### config.mk
export PLATFORM = sky130hd
export DESIGN_NAME = bmpm_ram
export DESIGN_NICKNAME = d
export VERILOG_FILES = /design/src/rtl/core/bmpm_ram.sv
export SDC_FILE = /design/constraint.sdc
export NUM_CORES = 1
export LEC_CHECK = 0
export BUFFER_PORTS_ARGS = -buffer_cell sky130_fd_sc_hd__buf_2
export CAP_MARGIN = 20
export CORE_MARGIN = 1
export CORE_UTILIZATION = 53
export CTS_CLUSTER_SIZE = 12
export DETAILED_ROUTE_END_ITERATION = 12
export PLACE_DENSITY = 0.68
export SYNTH_ARGS = -nofsm -noshare
export SYNTH_HDL_FRONTEND = slang
export SYNTH_SLANG_ARGS = --single-unit
### constraint.sdc
create_clock -name clk_i -period 2.54 [get_ports clk_i]
set_input_delay 0.254 -clock clk_i [delete_from_list [all_inputs] [get_ports clk_i]]
set_output_delay 0.254 -clock clk_i [all_outputs]
set_load 0.03 [all_outputs]
### src/rtl/core/bmpm_ram.sv
// Generic simple dual-port RAM with one write port and a registered read port.
module bmpm_ram #(
  parameter int unsigned WIDTH = 8,
  parameter int unsigned DEPTH = 64
) (
  input  logic                     clk_i,
  input  logic                     we_i,
  input  logic [$clog2(DEPTH)-1:0] waddr_i,
  input  logic [WIDTH-1:0]         wdata_i,
  input  logic                     re_i,
  input  logic [$clog2(DEPTH)-1:0] raddr_i,
  output logic [WIDTH-1:0]         rdata_o
);

  logic [WIDTH-1:0] mem_q [DEPTH];
  logic [WIDTH-1:0] rdata_q;

  // Write port.
  always_ff @(posedge clk_i) begin
    if (we_i) begin
      mem_q[waddr_i] <= wdata_i;
    end
  end

  // Registered read port.
  always_ff @(posedge clk_i) begin
    if (re_i) begin
      rdata_q <= mem_q[raddr_i];
    end
  end

  assign rdata_o = rdata_q;

endmodule

Word level (Yosys, flattened, before mapping) --
Memory sizes are Yosys's and may differ from the RTL's. A register that Yosys moved wholly into a read port is not among the register bits. Index checks and enable logic that the tools add are counted.
Word-level totals: register bits after elaboration 0, bits in writable memories 512, output and inout port bits 8, word-level logic and storage cells 3, memories kept 1
Operators by class: multiplexer cells 2
Memory list:
- mem_q | depth 64, bits a word 8, rd ports 1, clocked after memory_dff 1, write ports 1, RTL line 15 | logic [WIDTH-1:0] mem_q [DEPTH];
Operator list (number):
- 2-to-1 mux 1 bit | 2

Longest topological paths before layout --
depth in word-level cells 2, mapped depth 9, mapped depth without buffers 5

Worst setup path after synthesis --
No wires, ideal clock.
path type input -> register, from input port raddr_i[1], to register rdata_q[3] (netlist: rdata_o[3]) (read register of mem_q) (data pin), setup time 0.266 ns, data arrival time 1.794 ns, required time 2.274 ns, slack 0.480 ns, cell stages on the path 7, buffers on the path 3, path through buf_4 buf_2 buf_2 mux4_2 mux4_2 o21ai_1 o41ai_1
RTL lines:
- start: declaration | RTL line 11 | input logic [$clog2(DEPTH)-1:0] raddr_i,
- end: declaration | RTL line 16 | logic [WIDTH-1:0] rdata_q;

==> flow_results.org <==
** CTS
- Clock insertion delay at the later pin of the skew report :: 0.58 ns
- Hold repair after CTS inserted 0 buffers.
- Maximum buffer depth of the clock tree :: 3
- TritonCTS clock tree :: built
- Clock slew at reported path FFs :: 0.06 ns
- CTS saw 520 sinks.
- Total setup buffers inserted after CTS :: 0
- Clock Root Buffer :: sky130_fd_sc_hd__clkbuf_16
- The number of gates resized after CTS was 0.
- Total number of H-tree levels :: 2
- Clock tree synthesis inserted a total of 52 buffers.

** Status
- The flow ran to the end, and the final reports show no timing, DRC or antenna violations.

** Place
- Final weighted congestion in routability-driven placement :: 0.875
- The wire-length estimate of the detail-placed layout is 28600 microns.
- Port Buf Inserts :: 30

** Global routing
- Global-route congestion overflow total :: 0
- The first global-routing pass estimated 66700 microns of wire.
- The number of global-route vias before repair is 10100.
- Entering global routing, the biggest net connects 65 pins.
- Antenna violations before repair :: 3
- For this run, the total global-route usage over all layers was measured as 24.2%.

** Finish
- At the end of the flow the core is filled with cells to 61.8%.
- The net count of the finished layout is 1122.
- Filler cell count in the final layout :: 2653
- 0 antenna diodes ended up in the layout.
- Area added between synthesis and finish :: 14.9%
- Fraction of final layout cells sized beyond drive strength 1 :: 31.5%

** STA
- Timing-limited maximum frequency :: 449 MHz
- The final critical path takes up 87.8% of the cycle.
- Setup violations remaining at the end of the flow were counted as 0.
- Clock period minus worst slack :: 2.23 ns
- Fin. Hold Viols :: 0
- Slew at the pin closest to its max-slew limit :: 1.09 ns
- The number of pins exceeding their max-slew limit in the final report was 0.
- On the final layout, the worst hold slack is 0.0714 ns.
- Worst setup skew after layout :: 0.0116 ns
- Worst relative slew slack :: 27.2%
- Setup repair after global routing left no endpoint under its margin.

** Logic synthesis
- A synthesized cell averages 21.5 sq um.
- Synth top cells by count :: 520 x sky130_fd_sc_hd__edfxtp_1, 126 x sky130_fd_sc_hd__mux4_2, 83 x sky130_fd_sc_hd__nor2_1, 23 x sky130_fd_sc_hd__mux2i_1, 19 x sky130_fd_sc_hd__nand2_1
- Number of storage elements in the synthesis netlist :: 520
- Top-count cell post-synth :: sky130_fd_sc_hd__edfxtp_1
- Most area-hungry cell type in the Yosys netlist :: sky130_fd_sc_hd__edfxtp_1
- Number of unique standard cell types used by synthesis :: 39
- Area contributors post-synth :: sky130_fd_sc_hd__edfxtp_1 77%, sky130_fd_sc_hd__mux4_2 14%, sky130_fd_sc_hd__nor2_1 1.5%
- Async SR Flop Fraction :: 0%
- The number of nets handed over by synthesis was 963.
- Counting every instance in the synthesized netlist gives 940.
- During synthesis, Yosys emitted a total of 0 warnings.
- Sequential cells were found to cover 77.1% of the synthesized design area.
- Netlist area before placement :: 20200 sq um
- The synthesized design contains 520 enable-type register cells.
- After synthesis, the largest area contributor takes up 77.1% of total cell area.
- Dominant register cell in the synthesized netlist :: sky130_fd_sc_hd__edfxtp_1

** Die
- Once the floorplan was initialized, standard cells occupied 53.8% of the core.
- FP Rows :: 71
- Total core area :: 37700 sq um
- Die height :: 197 microns
- During I/O placement, the number of pins put on the boundary was 31.
- Horizontal die dimension :: 197 microns
- The die covers 39000 sq um.

** Route
- Number of design rule violations left after detail routing :: 0
- The first routing iteration left 1033 violations.
- Post-DR vias/cell :: 6.07
- Post-detailed-route count of antenna-violating nets :: 0
- Dividing the detail-routed wire length by the instance count gives 27.5 microns.
- Total iterations of the first detailed-routing run :: 5
- The routed layout has 9923 vias.
- Overall routed net length :: 44900 microns

** Power
- In this run the static leakage power is 7.48 nW.
- Power density over cell area :: 744 nW/um^2
- Tot Pwr :: 17.3 mW
- Maximum resistive drop on vdd :: 0.000541 V

** Hold path
- The path with the worst hold slack has its endpoint at rdata_o[0].
- Hold depth :: 1
- Source of the worst hold timing path :: re_i
- The path class of the tightest hold or removal check is input port to flop.

** Critical path
- Setup slack on the worst reg-to-reg path comes out at 0.31 ns.
- The critical path contains buffers and inverters numbering 0 combined.
- The worst register-to-register path ends at rdata_o[4].
- Crit. End Element :: flop
- STA puts the critical path data required time at 2.85 ns.
- The worst setup path is launched from a flop.
- The setup path with the least slack is of type flop to flop.
- Arrival time of the worst setup path :: 2.54 ns
- The largest single stage delay on the critical path is 0.50 ns.
- Counting cells, the worst reg-to-reg path comes to 5.
- In this run the critical register-to-register path is launched from mem_q[21][4].
- The largest individual stage delay along the critical path comes from the cell sky130_fd_sc_hd__mux4_2.
- Top cell family by delay on the critical path :: multiplexers
- In this run the worst path has a maximum fanout of 1.
- Sequence of cells on the critical path :: mux4_2 > mux2_2 > o221a_2 > nor3_1 > o32ai_1

** Flow run
- Max-cap violation count :: 0
[where the power goes]
| part | leakage, nW | internal [mW] | switching, mW | total (mW) |
|---|---|---|---|---|
| logic | 2.09 | 0.382 | 0.567 | 0.949 |
| clock network | 0.704 | 3.86 | 2.96 | 6.82 |
| registers | 4.69 | 9.52 | 0.0271 | 9.55 |
| total | 7.48 | 13.8 | 3.55 | 17.3 |
[logic make-up (layout without fill, tap and decap cells)]
family,count (synthesis),after routing,share of synthesized area [%]
buffers and inverters,51,235,1.56
flip-flops,520,520,77.1
AO/OA/AOI/OAI,54,54,2.06
multiplexers,162,162,15.9
AND/OR/NAND/NOR,153,153,3.37
[how the worst max path moves through the flow]
stage                  from    endpoint  slack, ns  cells after the start
3_5_place_dp     raddr_i[0]  rdata_o[4]      -0.03                      7
2_1_floorplan    raddr_i[1]  rdata_o[3]       0.48                      7
6_report       mem_q[21][4]  rdata_o[4]       0.31                      5
4_1_cts        mem_q[21][4]  rdata_o[4]       0.28                      5
5_1_grt        mem_q[21][4]  rdata_o[4]       0.26                      5
3_3_place_gp     raddr_i[0]  rdata_o[4]      0.007                      7
[metal layers]
layer	part of all wire, %	routed length, microns	GRT usage, %	vias to the layer above
li1	-	-	-	4240
met1	41	18400	34.5	5195
met2	48	21800	37.7	413
met3	8.3	3740	5.24	69
met4	2.2	1010	7.67	6
met5	0.076	34	0	-
[stage by stage]
| stage | TNS, ns | instance area (sq um) | setup WS, ns | std cells |
|---|---|---|---|---|
| floorplan | 0 | 20200 | 0.480 | 940 |
| global placement | 0 | 21800 | 0.00716 | 1556 |
| detailed placement | -0.0277 | 21800 | -0.0277 | 1556 |
| CTS | 0 | 23300 | 0.277 | 1635 |
| global route | 0 | 23300 | 0.259 | 1635 |
| finish | 0 | 23300 | 0.311 | 1635 |
[state kept, by name (all words and copies together), names as in the netlist]
name / flops
rdata_o: 8
mem_q: 512
[cell type report]
class                      count  area (sq um)  share of cell area [%]
multi-input combinational    369          4320                    18.6
sequential                   520         15600                    67.1
timing repair buffer         156          1230                    5.31
tap                          511           639                    2.75
clock inverter                11          73.8                   0.317
clock buffer                  68          1380                    5.94
[layout by cell type, fill, tap and decap left out, drive strengths merged, types with 8 or more instances in the layout]
cell type  Yosys  layout
buf           34     155
clkbuf        17      69
clkinv         0       9
edfxtp       520     520
mux2          13      13
mux2i         23      23
mux4         126     126
nand2         19      19
nand3         13      13
nor2          83      83
nor2b         14      14
o221ai         8       8
o22ai          8       8
(Power assumes the default switching activity.)
